<file path="src/sv/tiling_layout_rect_generator_assert.svh">
// Assertion macros for the layout generator. Empty when synthesizing.
`ifndef TILING_LAYOUT_RECT_GENERATOR_ASSERT_SVH
`define TILING_LAYOUT_RECT_GENERATOR_ASSERT_SVH
`ifndef SYNTHESIS
`define TLRG_ASSERT_IMPL(label, clk, rst, ante, cons) \
   label: assert property (@(posedge clk) disable iff (rst) (ante) |-> (cons)) \
      else $error("tlrg: same-cycle check failed");
`define TLRG_ASSERT_NEXT(label, clk, rst, ante, cons) \
   label: assert property (@(posedge clk) disable iff (rst) (ante) |=> (cons)) \
      else $error("tlrg: next-cycle check failed");
`else
`define TLRG_ASSERT_IMPL(label, clk, rst, ante, cons)
`define TLRG_ASSERT_NEXT(label, clk, rst, ante, cons)
`endif
`endif

</file>
<file path="src/sv/tlrg_pkg.sv">
package tlrg_pkg;

   localparam int MAX_CLIENTS      = 64;
   localparam int WIDE_FIXED_WIDTH = 524;
   localparam int THIN_FIXED_WIDTH = 260;
   localparam int FIXED_MARGIN     = 10;
   localparam int DIV_W            = 16;
   localparam int CNT_W            = 7;

   localparam logic signed [15:0] RST_AREA_X    = 16'sd0;
   localparam logic signed [15:0] RST_AREA_Y    = 16'sd0;
   localparam logic [15:0]        RST_AREA_W    = 16'd1920;
   localparam logic [15:0]        RST_AREA_H    = 16'd1080;
   localparam logic [15:0]        RST_MONITOR_W = 16'd1920;
   localparam logic [15:0]        RST_MONITOR_H = 16'd1080;
   localparam logic [6:0]         RST_MASTER_CNT = 7'd1;
   localparam logic [15:0]        RST_MASTER_FRAC = 16'd36045;

   typedef enum logic [1:0] {
      ACT_BOTTOM_STACK,
      ACT_RIGHT_STACK,
      ACT_WIDE_FIXED,
      ACT_THIN_FIXED
   } tlrg_action_type;

   typedef enum logic [2:0] {
      CSR_AREA_X,
      CSR_AREA_Y,
      CSR_AREA_W,
      CSR_AREA_H,
      CSR_MONITOR_W,
      CSR_MONITOR_H,
      CSR_MASTER_COUNT,
      CSR_MASTER_FRACTION
   } tlrg_csr_index_type;

   typedef enum logic [2:0] {
      BK_IDLE,
      BK_MUL,
      BK_DIV_M,
      BK_DIV_S,
      BK_EMIT
   } tlrg_back_state_type;

   typedef enum logic [1:0] {
      SEG_FIX,
      SEG_MAST,
      SEG_STACK
   } tlrg_seg_type;

   typedef struct packed {
      tlrg_action_type action;
      logic [6:0]      client_count;
      logic [7:0]      border_width;
   } tlrg_req_type;

   typedef struct packed {
      logic [5:0]         client_index;
      logic signed [15:0] rect_x;
      logic signed [15:0] rect_y;
      logic [15:0]        rect_w;
      logic [15:0]        rect_h;
      logic               last;
   } tlrg_rsp_type;

   typedef struct packed {
      logic signed [15:0] area_x;
      logic signed [15:0] area_y;
      logic [15:0]        area_w;
      logic [15:0]        area_h;
      logic [15:0]        monitor_w;
      logic [15:0]        monitor_h;
      logic [6:0]         master_count;
      logic [15:0]        master_fraction;
   } tlrg_cfg_type;

   // classified request as queued between front and back
   typedef struct packed {
      tlrg_action_type  action;
      logic [7:0]       border_width;
      logic [15:0]      wfix;
      logic [CNT_W-1:0] n_mast;
      logic [CNT_W-1:0] n_stack;
   } tlrg_job_type;

   typedef struct packed {
      logic             start;
      logic [DIV_W-1:0] dividend;
      logic [CNT_W-1:0] divisor;
   } tlrg_div_req_type;

   typedef struct packed {
      logic             busy;
      logic             done;
      logic [DIV_W-1:0] quotient;
   } tlrg_div_rsp_type;

   typedef struct packed {
      logic emitting;
      logic div_wait;
   } tlrg_back_status_type;

endpackage

</file>
<file path="src/sv/tlrg_front.sv">
module tlrg_front (
   input  logic                  req_valid,
   output logic                  req_ready,
   input  tlrg_pkg::tlrg_req_type req_payload,
   input  tlrg_pkg::tlrg_cfg_type cfg,
   input  logic                  queue_full,
   output logic                  job_push,
   output tlrg_pkg::tlrg_job_type job
);
   import tlrg_pkg::*;

   logic [CNT_W-1:0] n_clamp;
   logic [CNT_W-1:0] n_region;
   logic [CNT_W-1:0] n_mast;
   logic             fixed_mode;
   logic [16:0]      want;
   logic [15:0]      lim;

   assign req_ready  = !queue_full;
   assign fixed_mode = (req_payload.action == ACT_WIDE_FIXED) ||
                       (req_payload.action == ACT_THIN_FIXED);

   always_comb begin
      n_clamp  = (req_payload.client_count > CNT_W'(MAX_CLIENTS)) ?
                 CNT_W'(MAX_CLIENTS) : req_payload.client_count;
      // fixed modes spend client 0 on the left column
      n_region = fixed_mode ? n_clamp - 1'b1 : n_clamp;
      n_mast   = (cfg.master_count < n_region) ? cfg.master_count : n_region;
      want     = ((req_payload.action == ACT_WIDE_FIXED) ? 17'(WIDE_FIXED_WIDTH) :
                                                           17'(THIN_FIXED_WIDTH)) +
                 17'({req_payload.border_width, 1'b0});
      lim      = (cfg.area_w < 16'(FIXED_MARGIN)) ? 16'd0 :
                 cfg.area_w - 16'(FIXED_MARGIN);
   end

   // an empty request is taken and dropped here
   assign job_push = req_valid && !queue_full && (n_clamp != '0);

   always_comb begin
      job.action       = req_payload.action;
      job.border_width = req_payload.border_width;
      job.wfix         = ({1'b0, lim} < want) ? lim : want[15:0];
      job.n_mast       = n_mast;
      job.n_stack      = n_region - n_mast;
   end

endmodule

</file>
<file path="src/sv/tlrg_fifo.sv">
module tlrg_fifo #(
   parameter int WIDTH = 8,
   parameter int DEPTH = 2
) (
   input  logic             clock,
   input  logic             reset,
   input  logic             push,
   input  logic [WIDTH-1:0] din,
   output logic             full,
   input  logic             pop,
   output logic [WIDTH-1:0] dout,
   output logic             empty
);
   localparam int AW = $clog2(DEPTH);
   localparam int CW = $clog2(DEPTH + 1);

   logic [WIDTH-1:0] mem_ff [DEPTH];
   logic [AW-1:0]    wr_ptr_ff, wr_ptr_in;
   logic [AW-1:0]    rd_ptr_ff, rd_ptr_in;
   logic [CW-1:0]    count_ff, count_in;
   logic             do_push, do_pop;

   assign full    = (count_ff == CW'(DEPTH));
   assign empty   = (count_ff == '0);
   assign do_push = push && !full;
   assign do_pop  = pop && !empty;
   assign dout    = mem_ff[rd_ptr_ff];

   always_comb begin
      wr_ptr_in = wr_ptr_ff;
      rd_ptr_in = rd_ptr_ff;
      count_in  = count_ff;
      if (do_push) begin
         wr_ptr_in = (wr_ptr_ff == AW'(DEPTH - 1)) ? '0 : wr_ptr_ff + 1'b1;
      end
      if (do_pop) begin
         rd_ptr_in = (rd_ptr_ff == AW'(DEPTH - 1)) ? '0 : rd_ptr_ff + 1'b1;
      end
      if (do_push && !do_pop) begin
         count_in = count_ff + 1'b1;
      end else if (do_pop && !do_push) begin
         count_in = count_ff - 1'b1;
      end
   end

   always_ff @(posedge clock) begin
      if (reset) begin
         wr_ptr_ff <= '0;
         rd_ptr_ff <= '0;
         count_ff  <= '0;
      end else begin
         wr_ptr_ff <= wr_ptr_in;
         rd_ptr_ff <= rd_ptr_in;
         count_ff  <= count_in;
      end
   end

   always_ff @(posedge clock) begin
      if (do_push) begin
         mem_ff[wr_ptr_ff] <= din;
      end
   end

endmodule

</file>
<file path="src/sv/tlrg_divider.sv">
module tlrg_divider (
   input  logic                      clock,
   input  logic                      reset,
   input  tlrg_pkg::tlrg_div_req_type div_req,
   output tlrg_pkg::tlrg_div_rsp_type div_rsp
);
   import tlrg_pkg::*;

   localparam int STEP_W = $clog2(DIV_W + 1);

   logic             busy_ff, busy_in;
   logic             done_ff, done_in;
   logic [STEP_W-1:0] step_ff, step_in;
   logic [DIV_W-1:0] quo_ff, quo_in;
   logic [CNT_W-1:0] rem_ff, rem_in;
   logic [CNT_W-1:0] dsr_ff, dsr_in;
   logic [CNT_W:0]   trial;
   logic [CNT_W:0]   diff;

   // restoring division, one quotient bit per cycle
   always_comb begin
      trial = {rem_ff, quo_ff[DIV_W-1]};
      diff  = trial - {1'b0, dsr_ff};
   end

   always_comb begin
      busy_in = busy_ff;
      done_in = 1'b0;
      step_in = step_ff;
      quo_in  = quo_ff;
      rem_in  = rem_ff;
      dsr_in  = dsr_ff;
      if (div_req.start) begin
         busy_in = 1'b1;
         step_in = STEP_W'(DIV_W);
         quo_in  = div_req.dividend;
         rem_in  = '0;
         dsr_in  = div_req.divisor;
      end else if (busy_ff) begin
         step_in = step_ff - 1'b1;
         if (trial >= {1'b0, dsr_ff}) begin
            rem_in = diff[CNT_W-1:0];
            quo_in = {quo_ff[DIV_W-2:0], 1'b1};
         end else begin
            rem_in = trial[CNT_W-1:0];
            quo_in = {quo_ff[DIV_W-2:0], 1'b0};
         end
         if (step_ff == STEP_W'(1)) begin
            busy_in = 1'b0;
            done_in = 1'b1;
         end
      end
   end

   always_ff @(posedge clock) begin
      if (reset) begin
         busy_ff <= 1'b0;
         done_ff <= 1'b0;
         step_ff <= '0;
      end else begin
         busy_ff <= busy_in;
         done_ff <= done_in;
         step_ff <= step_in;
      end
   end

   always_ff @(posedge clock) begin
      quo_ff <= quo_in;
      rem_ff <= rem_in;
      dsr_ff <= dsr_in;
   end

   assign div_rsp.busy     = busy_ff;
   assign div_rsp.done     = done_ff;
   assign div_rsp.quotient = quo_ff;

endmodule

</file>
<file path="src/sv/tlrg_back.sv">
module tlrg_back (
   input  logic                          clock,
   input  logic                          reset,
   input  tlrg_pkg::tlrg_cfg_type         cfg,
   input  logic                          queue_empty,
   input  tlrg_pkg::tlrg_job_type         job_head,
   output logic                          queue_pop,
   output tlrg_pkg::tlrg_div_req_type     div_req,
   input  tlrg_pkg::tlrg_div_rsp_type     div_rsp,
   output tlrg_pkg::tlrg_back_status_type status,
   output logic                          rsp_valid,
   input  logic                          rsp_ready,
   output tlrg_pkg::tlrg_rsp_type         rsp_payload
);
   import tlrg_pkg::*;

   function automatic logic [15:0] fit_size(input logic signed [18:0] v,
                                            input logic [7:0] bw);
      logic signed [18:0] s;
      s = v - $signed({10'b0, bw, 1'b0});
      if (s < 0) begin
         return 16'd0;
      end else if (s > $signed(19'h0FFFF)) begin
         return 16'hFFFF;
      end
      return s[15:0];
   endfunction

   tlrg_back_state_type state_ff, state_in;
   tlrg_job_type        job_ff;
   tlrg_seg_type        seg_ff, seg_in;
   logic [CNT_W-1:0]    cnt_ff, cnt_in;
   logic [15:0]         acc_ff, acc_in;
   logic [5:0]          idx_ff;
   logic [15:0]         share_ff;
   logic [DIV_W-1:0]    q_mast_ff;
   logic [DIV_W-1:0]    q_stack_ff;
   logic                rsp_valid_ff;
   tlrg_rsp_type        rsp_ff;

   logic               fixed_mode, rstack;
   logic               has_mast, has_stack;
   logic               emit_fire, is_last, seg_end;
   logic [31:0]        product;
   logic [15:0]        x0;
   logic [15:0]        rx, ry;
   logic signed [18:0] wv, hv;
   logic signed [18:0] stk_base, stk_lim, stk_span;
   logic signed [18:0] share_s;
   logic signed [18:0] pos_s;
   tlrg_seg_type       seg_first;

   assign fixed_mode = (job_ff.action == ACT_WIDE_FIXED) ||
                       (job_ff.action == ACT_THIN_FIXED);
   assign rstack     = (job_ff.action == ACT_RIGHT_STACK);
   assign has_mast   = (job_ff.n_mast != '0);
   assign has_stack  = (job_ff.n_stack != '0);

   assign product = cfg.master_fraction * (rstack ? cfg.area_w : cfg.area_h);

   // ---------------- next state ----------------
   always_comb begin
      state_in = state_ff;
      unique case (state_ff)
         BK_IDLE: begin
            if (!queue_empty) begin
               state_in = BK_MUL;
            end
         end
         BK_MUL: begin
            if (has_mast) begin
               state_in = BK_DIV_M;
            end else if (has_stack) begin
               state_in = BK_DIV_S;
            end else begin
               state_in = BK_EMIT;
            end
         end
         BK_DIV_M: begin
            if (div_rsp.done) begin
               state_in = has_stack ? BK_DIV_S : BK_EMIT;
            end
         end
         BK_DIV_S: begin
            if (div_rsp.done) begin
               state_in = BK_EMIT;
            end
         end
         BK_EMIT: begin
            if (emit_fire && is_last) begin
               state_in = BK_IDLE;
            end
         end
         default: state_in = BK_IDLE;
      endcase
   end

   // ---------------- state outputs ----------------
   always_comb begin
      queue_pop       = 1'b0;
      emit_fire       = 1'b0;
      div_req.start   = 1'b0;
      div_req.divisor = job_ff.n_mast;
      div_req.dividend = rstack ? cfg.area_h :
                         cfg.area_w - (fixed_mode ? job_ff.wfix : 16'd0);
      unique case (state_ff)
         BK_IDLE: queue_pop = !queue_empty;
         BK_MUL: begin
            div_req.start   = has_mast || has_stack;
            div_req.divisor = has_mast ? job_ff.n_mast : job_ff.n_stack;
         end
         BK_DIV_M: begin
            div_req.start   = div_rsp.done && has_stack;
            div_req.divisor = job_ff.n_stack;
         end
         BK_DIV_S: ;
         BK_EMIT: emit_fire = !rsp_valid_ff || rsp_ready;
         default: ;
      endcase
   end

   // ---------------- rectangle of the current client ----------------
   always_comb begin
      share_s  = $signed({3'b0, share_ff});
      pos_s    = rstack ? $signed({{3{cfg.area_x[15]}}, cfg.area_x}) :
                          $signed({{3{cfg.area_y[15]}}, cfg.area_y});
      stk_base = pos_s + (has_mast ? share_s : 19'sd0);
      stk_lim  = $signed({3'b0, rstack ? cfg.monitor_w : cfg.monitor_h});
      // stack extent runs to the monitor edge when masters exist
      stk_span = has_mast ? stk_lim - stk_base :
                            $signed({3'b0, rstack ? cfg.area_w : cfg.area_h});
      x0       = cfg.area_x + (fixed_mode ? job_ff.wfix : 16'd0);
      rx       = cfg.area_x;
      ry       = cfg.area_y;
      wv       = $signed({3'b0, cfg.area_w});
      hv       = $signed({3'b0, cfg.area_h});
      unique case (seg_ff)
         SEG_FIX: begin
            if (has_mast || has_stack) begin
               wv = $signed({3'b0, job_ff.wfix});
            end
         end
         SEG_MAST: begin
            if (rstack) begin
               ry = cfg.area_y + acc_ff;
               wv = $signed({3'b0, has_stack ? share_ff : cfg.area_w});
               hv = $signed({3'b0, q_mast_ff});
            end else begin
               rx = x0 + acc_ff;
               wv = $signed({3'b0, q_mast_ff});
               hv = $signed({3'b0, has_stack ? share_ff : cfg.area_h});
            end
         end
         SEG_STACK: begin
            if (rstack) begin
               rx = stk_base[15:0];
               ry = cfg.area_y + acc_ff;
               wv = stk_span;
               hv = $signed({3'b0, q_stack_ff});
            end else begin
               rx = x0 + acc_ff;
               ry = stk_base[15:0];
               wv = $signed({3'b0, q_stack_ff});
               hv = stk_span;
            end
         end
         default: ;
      endcase
   end

   // ---------------- segment walk ----------------
   always_comb begin
      unique case (seg_ff)
         SEG_FIX:   seg_end = 1'b1;
         SEG_MAST:  seg_end = (cnt_ff + 1'b1 == job_ff.n_mast);
         SEG_STACK: seg_end = (cnt_ff + 1'b1 == job_ff.n_stack);
         default:   seg_end = 1'b1;
      endcase
      unique case (seg_ff)
         SEG_FIX:   is_last = !has_mast && !has_stack;
         SEG_MAST:  is_last = seg_end && !has_stack;
         SEG_STACK: is_last = seg_end;
         default:   is_last = 1'b1;
      endcase
      // first segment of the request being loaded from the queue head
      seg_first = ((job_head.action == ACT_WIDE_FIXED) ||
                   (job_head.action == ACT_THIN_FIXED)) ? SEG_FIX :
                  ((job_head.n_mast != '0) ? SEG_MAST : SEG_STACK);
      seg_in = seg_ff;
      cnt_in = cnt_ff;
      acc_in = acc_ff;
      if (queue_pop) begin
         seg_in = seg_first;
         cnt_in = '0;
         acc_in = '0;
      end else if (emit_fire) begin
         if (seg_end) begin
            seg_in = (seg_ff == SEG_FIX && has_mast) ? SEG_MAST : SEG_STACK;
            cnt_in = '0;
            acc_in = '0;
         end else begin
            cnt_in = cnt_ff + 1'b1;
            acc_in = acc_ff + ((seg_ff == SEG_MAST) ? q_mast_ff : q_stack_ff);
         end
      end
   end

   always_ff @(posedge clock) begin
      if (reset) begin
         state_ff     <= BK_IDLE;
         seg_ff       <= SEG_FIX;
         cnt_ff       <= '0;
         acc_ff       <= '0;
         idx_ff       <= '0;
         rsp_valid_ff <= 1'b0;
      end else begin
         state_ff <= state_in;
         seg_ff   <= seg_in;
         cnt_ff   <= cnt_in;
         acc_ff   <= acc_in;
         if (queue_pop) begin
            idx_ff <= '0;
         end else if (emit_fire) begin
            idx_ff <= idx_ff + 1'b1;
         end
         if (emit_fire) begin
            rsp_valid_ff <= 1'b1;
         end else if (rsp_ready) begin
            rsp_valid_ff <= 1'b0;
         end
      end
   end

   always_ff @(posedge clock) begin
      if (queue_pop) begin
         job_ff <= job_head;
      end
      if (state_ff == BK_MUL) begin
         share_ff <= product[31:16];
      end
      if (state_ff == BK_DIV_M && div_rsp.done) begin
         q_mast_ff <= div_rsp.quotient;
      end
      if (state_ff == BK_DIV_S && div_rsp.done) begin
         q_stack_ff <= div_rsp.quotient;
      end
      if (emit_fire) begin
         rsp_ff.client_index <= idx_ff;
         rsp_ff.rect_x       <= rx;
         rsp_ff.rect_y       <= ry;
         rsp_ff.rect_w       <= fit_size(wv, job_ff.border_width);
         rsp_ff.rect_h       <= fit_size(hv, job_ff.border_width);
         rsp_ff.last         <= is_last;
      end
   end

   assign rsp_valid       = rsp_valid_ff;
   assign rsp_payload     = rsp_ff;
   assign status.emitting = (state_ff == BK_EMIT);
   assign status.div_wait = (state_ff == BK_DIV_M) || (state_ff == BK_DIV_S);

endmodule

</file>
<file path="src/sv/tiling_layout_rect_generator.sv">
// Master/stack tiling layout generator. A request (mode, client count, border
// width) is classified on entry and queued; up to QUEUE_DEPTH requests wait
// while an earlier one is laid out. Each request is loaded from the queue and
// its master share product formed, then at most two divisions of the area
// extent by a client count run in the shared bit-serial divider, then the
// rectangles leave the output register one per cycle unless rsp_ready holds
// them back.
// Rectangles leave in client order with last set on the final one; a request
// with zero clients is taken and produces nothing. The user must write registers
// through the csr port only while the block is idle; the block does not enforce it.
`include "tiling_layout_rect_generator_assert.svh"
module tiling_layout_rect_generator #(
   parameter int QUEUE_DEPTH = 2
) (
   input  logic                         clock,
   input  logic                         reset,
   input  logic                         req_valid,
   output logic                         req_ready,
   input  tlrg_pkg::tlrg_req_type        req_payload,
   output logic                         rsp_valid,
   input  logic                         rsp_ready,
   output tlrg_pkg::tlrg_rsp_type        rsp_payload,
   input  logic                         csr_wr_en,
   input  tlrg_pkg::tlrg_csr_index_type  csr_index,
   input  logic [15:0]                  csr_wdata
);
   import tlrg_pkg::*;

   tlrg_cfg_type         cfg_ff;
   tlrg_job_type         job_new, job_head;
   tlrg_div_req_type     div_req;
   tlrg_div_rsp_type     div_rsp;
   tlrg_back_status_type back_status;
   logic                 job_push, job_pop, queue_full, queue_empty;

   always_ff @(posedge clock) begin
      if (reset) begin
         cfg_ff.area_x          <= RST_AREA_X;
         cfg_ff.area_y          <= RST_AREA_Y;
         cfg_ff.area_w          <= RST_AREA_W;
         cfg_ff.area_h          <= RST_AREA_H;
         cfg_ff.monitor_w       <= RST_MONITOR_W;
         cfg_ff.monitor_h       <= RST_MONITOR_H;
         cfg_ff.master_count    <= RST_MASTER_CNT;
         cfg_ff.master_fraction <= RST_MASTER_FRAC;
      end else if (csr_wr_en) begin
         unique case (csr_index)
            CSR_AREA_X:          cfg_ff.area_x          <= csr_wdata;
            CSR_AREA_Y:          cfg_ff.area_y          <= csr_wdata;
            CSR_AREA_W:          cfg_ff.area_w          <= csr_wdata;
            CSR_AREA_H:          cfg_ff.area_h          <= csr_wdata;
            CSR_MONITOR_W:       cfg_ff.monitor_w       <= csr_wdata;
            CSR_MONITOR_H:       cfg_ff.monitor_h       <= csr_wdata;
            CSR_MASTER_COUNT:    cfg_ff.master_count    <= csr_wdata[6:0];
            CSR_MASTER_FRACTION: cfg_ff.master_fraction <= csr_wdata;
            default: ;
         endcase
      end
   end

   tlrg_front u_front (
      .req_valid   (req_valid),
      .req_ready   (req_ready),
      .req_payload (req_payload),
      .cfg         (cfg_ff),
      .queue_full  (queue_full),
      .job_push    (job_push),
      .job         (job_new)
   );

   tlrg_fifo #(
      .WIDTH ($bits(tlrg_job_type)),
      .DEPTH (QUEUE_DEPTH)
   ) u_queue (
      .clock (clock),
      .reset (reset),
      .push  (job_push),
      .din   (job_new),
      .full  (queue_full),
      .pop   (job_pop),
      .dout  (job_head),
      .empty (queue_empty)
   );

   tlrg_divider u_divider (
      .clock   (clock),
      .reset   (reset),
      .div_req (div_req),
      .div_rsp (div_rsp)
   );

   tlrg_back u_back (
      .clock       (clock),
      .reset       (reset),
      .cfg         (cfg_ff),
      .queue_empty (queue_empty),
      .job_head    (job_head),
      .queue_pop   (job_pop),
      .div_req     (div_req),
      .div_rsp     (div_rsp),
      .status      (back_status),
      .rsp_valid   (rsp_valid),
      .rsp_ready   (rsp_ready),
      .rsp_payload (rsp_payload)
   );

   // a quotient only arrives while the back end waits for it
   `TLRG_ASSERT_IMPL(a_div_done_expected, clock, reset, div_rsp.done, back_status.div_wait)
   // never restart the divider mid-division
   `TLRG_ASSERT_IMPL(a_div_start_free, clock, reset, div_req.start, !div_rsp.busy)
   // a rectangle taken without last set leaves the back end still emitting
   `TLRG_ASSERT_IMPL(a_more_follow, clock, reset,
      rsp_valid && rsp_ready && !rsp_payload.last, back_status.emitting)
   // an empty output register is filled at once while emitting
   `TLRG_ASSERT_NEXT(a_emit_fills, clock, reset,
      back_status.emitting && !rsp_valid, rsp_valid)

endmodule
</file>
<file path="config.mk">
export PLATFORM = sky130hd
export DESIGN_NAME = tiling_layout_rect_generator
export DESIGN_NICKNAME = d
export VERILOG_FILES = /design/src/sv/tlrg_pkg.sv /design/src/sv/tlrg_front.sv /design/src/sv/tlrg_fifo.sv /design/src/sv/tlrg_divider.sv /design/src/sv/tlrg_back.sv /design/src/sv/tiling_layout_rect_generator.sv
export VERILOG_INCLUDE_DIRS = /design/src /design/src/sv
export SDC_FILE = /design/constraint.sdc
export NUM_CORES = 2
export LEC_CHECK = 0
export ABC_AREA = 1
export BUFFER_PORTS_ARGS = -buffer_cell sky130_fd_sc_hd__clkbuf_2
export CAP_MARGIN = 20
export CORE_MARGIN = 10
export CORE_UTILIZATION = 57
export CTS_CLUSTER_SIZE = 28
export DETAILED_ROUTE_END_ITERATION = 12
export PLACE_DENSITY_LB_ADDON = 0.3
export SETUP_SLACK_MARGIN = 0.3
export SYNTH_ARGS = -nofsm -noshare
export SYNTH_HDL_FRONTEND = slang
export SYNTH_HIERARCHICAL = 1
export SYNTH_SLANG_ARGS = --single-unit
</file>
<file path="constraint.sdc">
create_clock -name clock -period 22.6 [get_ports clock]
set_clock_uncertainty 0.1 [all_clocks]
set_input_delay 2.26 -clock clock [delete_from_list [all_inputs] [get_ports clock]]
set_output_delay 2.26 -clock clock [all_outputs]
set_load 0.03 [all_outputs]
</file>
==> flow_metrics.py <==
metrics = {
    "final_layout": {
        "area_delta_synth_final_pct": 7.42,
        "layout.area.seq_um2": 11300,
        "final_net_count": 5084,
        "final_layout_size_suffix_gt1_frac": 0.111,
        "multiInputGateArea_um2": 21600,
        "layout.filler_cells": 5662,
    },
    "outcome": {
        "outcome": "completed",
    },
    "place": {
        "dp_hpwl_um": 91200,
        "number_of_buffers_added_on_ports": 113,
        "setup_slack_at_placement_ns": 14.05,
        "final_gp_congestion": 1.05,
    },
    "min_path": {
        "hold_class": "reg2reg",
        "whs_path_depth": 0,
        "hp-start": "u_back/idx_ff[5]",
    },
    "worst_setup_path": {
        "timing.critical_path.depth": 27,
        "critical-path-slowest-cell": "sky130_fd_sc_hd__inv_2",
        "regToRegSetupSlack_ns": 13.85,
        "critical_path.startpoint_type": "flop",
        "rr_startpoint": "u_back/job_ff[39]",
        "worst_path_max_stage_delay_ns": 0.70,
        "crit_arrival_ns": 8.99,
        "path_class": "reg2reg",
        "cp_num_buf_inv": 9,
        "reg2regPathDepth": 27,
        "cp_max_fo": 68,
        "crit_path_start": "u_back/job_ff[39]",
        "cp_data_required_time_ns": 22.84,
        "cpLargestDelayFamily": "adder cells",
        "cp-end-kind": "flop",
    },
    "synth": {
        "syn_area_per_cell_um2": 8.01,
        "post_synth_inst_count": 4541,
        "synth-warning-count": 6,
        "syn-cell-area_um2": 36400,
    },
    "timing": {
        "min_setup_slack_post_route_ns": 13.85,
        "worst_slew_margin_rel": 0.252,
        "tns_ns": 0,
        "timing.final.hold_violations": 0,
        "timing.fmax_ghz": 0.114,
        "timing.final.max_slew_violations": 0,
        "period_needed_ns": 8.75,
        "report.final.setup_viol": 0,
        "worst_slew_pin_slew_ns": 1.12,
        "crit_share_post_route": 0.387,
        "rsz0062_at_grt": "false",
    },
    "drt": {
        "route.met2.wl_um": 51900,
        "drc_errors": 0,
        "detailroute.via_count": 31500,
        "met1_length_um": 46900,
        "detail-route-antenna-nets": 0,
        "highest-signal-layer": "met5",
        "routed_vias_inst": 5.77,
        "drt-initial-drc-count": 3363,
        "first_pass_iters": 6,
        "met3WireLength_um": 12600,
        "postRouteWirelength_um": 118000,
        "detail_route.wl_per_cell_um": 21.6,
    },
    "floorplanning": {
        "floorplan.initialDensity": 0.577,
        "floorplan.core_area_um2": 63100,
        "io-pin-count": 114,
        "std_cell_rows": 92,
        "fp.dieH_um": 273,
        "dieWidth_um": 273,
        "die_area_um2": 74300,
    },
    "cts": {
        "num_cts_buffers": 49,
        "post_cts_hold_buffer_count": 0,
        "tritoncts": "built",
        "clock_root_buffer": "sky130_fd_sc_hd__clkbuf_16",
        "clkSlewWorstSetupHoldPaths_ns": 0.06,
        "cts.htree.levels": 2,
        "cts-resized-gates": 0,
        "post-cts-setup-buffer-count": 0,
        "tritoncts_num_sinks": 435,
        "clock_insertion_delay_worst_skew_ns": 0.61,
        "cts_buffer_depth": 3,
    },
    "global_routing": {
        "grt_usage": 0.312,
        "grt_first_pass_wirelength_um": 180000,
        "largest_net_degree_at_the_start_of_global_routing": 73,
        "vias_in_the_first_global_route": 30300,
        "grt_remaining_overflow": 0,
        "antenna_found_initial": 4,
    },
    "run": {
        "maximum_capacitance_violations": 0,
    },
}
-- state kept, by name (all words and copies together) (netlist names), 2 cells and up, named ones only --
register,flops
u_back/idx_ff,6
u_divider/dsr_ff,7
u_back/q_mast_ff,16
u_back/q_stack_ff,16
u_back/seg_ff,2
u_queue/count_ff,2
u_back/rsp_payload,71
u_back/cnt_ff,7
u_queue/mem_ff,80
u_back/job_ff,40
u_back/state_ff,3
u_divider/rem_ff,7
u_divider/quo_ff,16
u_back/acc_ff,16
u_back/share_ff,16
cfg_ff,119
u_divider/step_ff,5
-- per-stage QoR --
stage	area (um2)	hold WS (ns)	std cells	util
finish	39100	0.338	5463	0.619
global route	39100	0.355	5463	0.619
CTS	39100	0.339	5462	0.619
detailed placement	37400	0.322	5372	0.593
global placement	37400	0.323	5371	0.593
floorplan	36400	0.308	4545	-
-- layer usage --
metal,GRT usage,vias up
met3,0.0893,318
met5,0,-
met1,0.398,14900
met2,0.482,1544
li1,-,14800
met4,0.154,6
-- placed cells by master (no fill, tap or decap), drive strengths merged, types with 31 or more instances in the layout --
cell type,instances
clkbuf,174
inv,685
nand2,1069
o21ai,216
a21oi,219
fa,219
xnor2,35
nand3,274
edfxtp,262
buf,32
mux2,40
xor2,85
nor3,31
ha,247
dfxtp,173
nor2,542
nand4,31
-- area by class of cell --
class | instances | area share
Clock buffer | 61 | 0.0347
Antenna cell | 1 | 0.0000641
Inverter | 688 | 0.0666
Clock inverter | 29 | 0.00737
Sequential cell | 435 | 0.290
Tap cell | 846 | 0.0271
Timing Repair Buffer | 145 | 0.0206
Multi-Input combinational cell | 3258 | 0.553
-- final timing paths --
check,endpoint
max,u_back/share_ff[15]
min reg2reg,u_back/rsp_payload[70]
min,u_back/rsp_payload[70]
max reg2reg,u_back/share_ff[15]
Power is left out: the tool's default activity adds up to more than one toggle a clock period on the data nets, which glitch-free logic cannot reach.
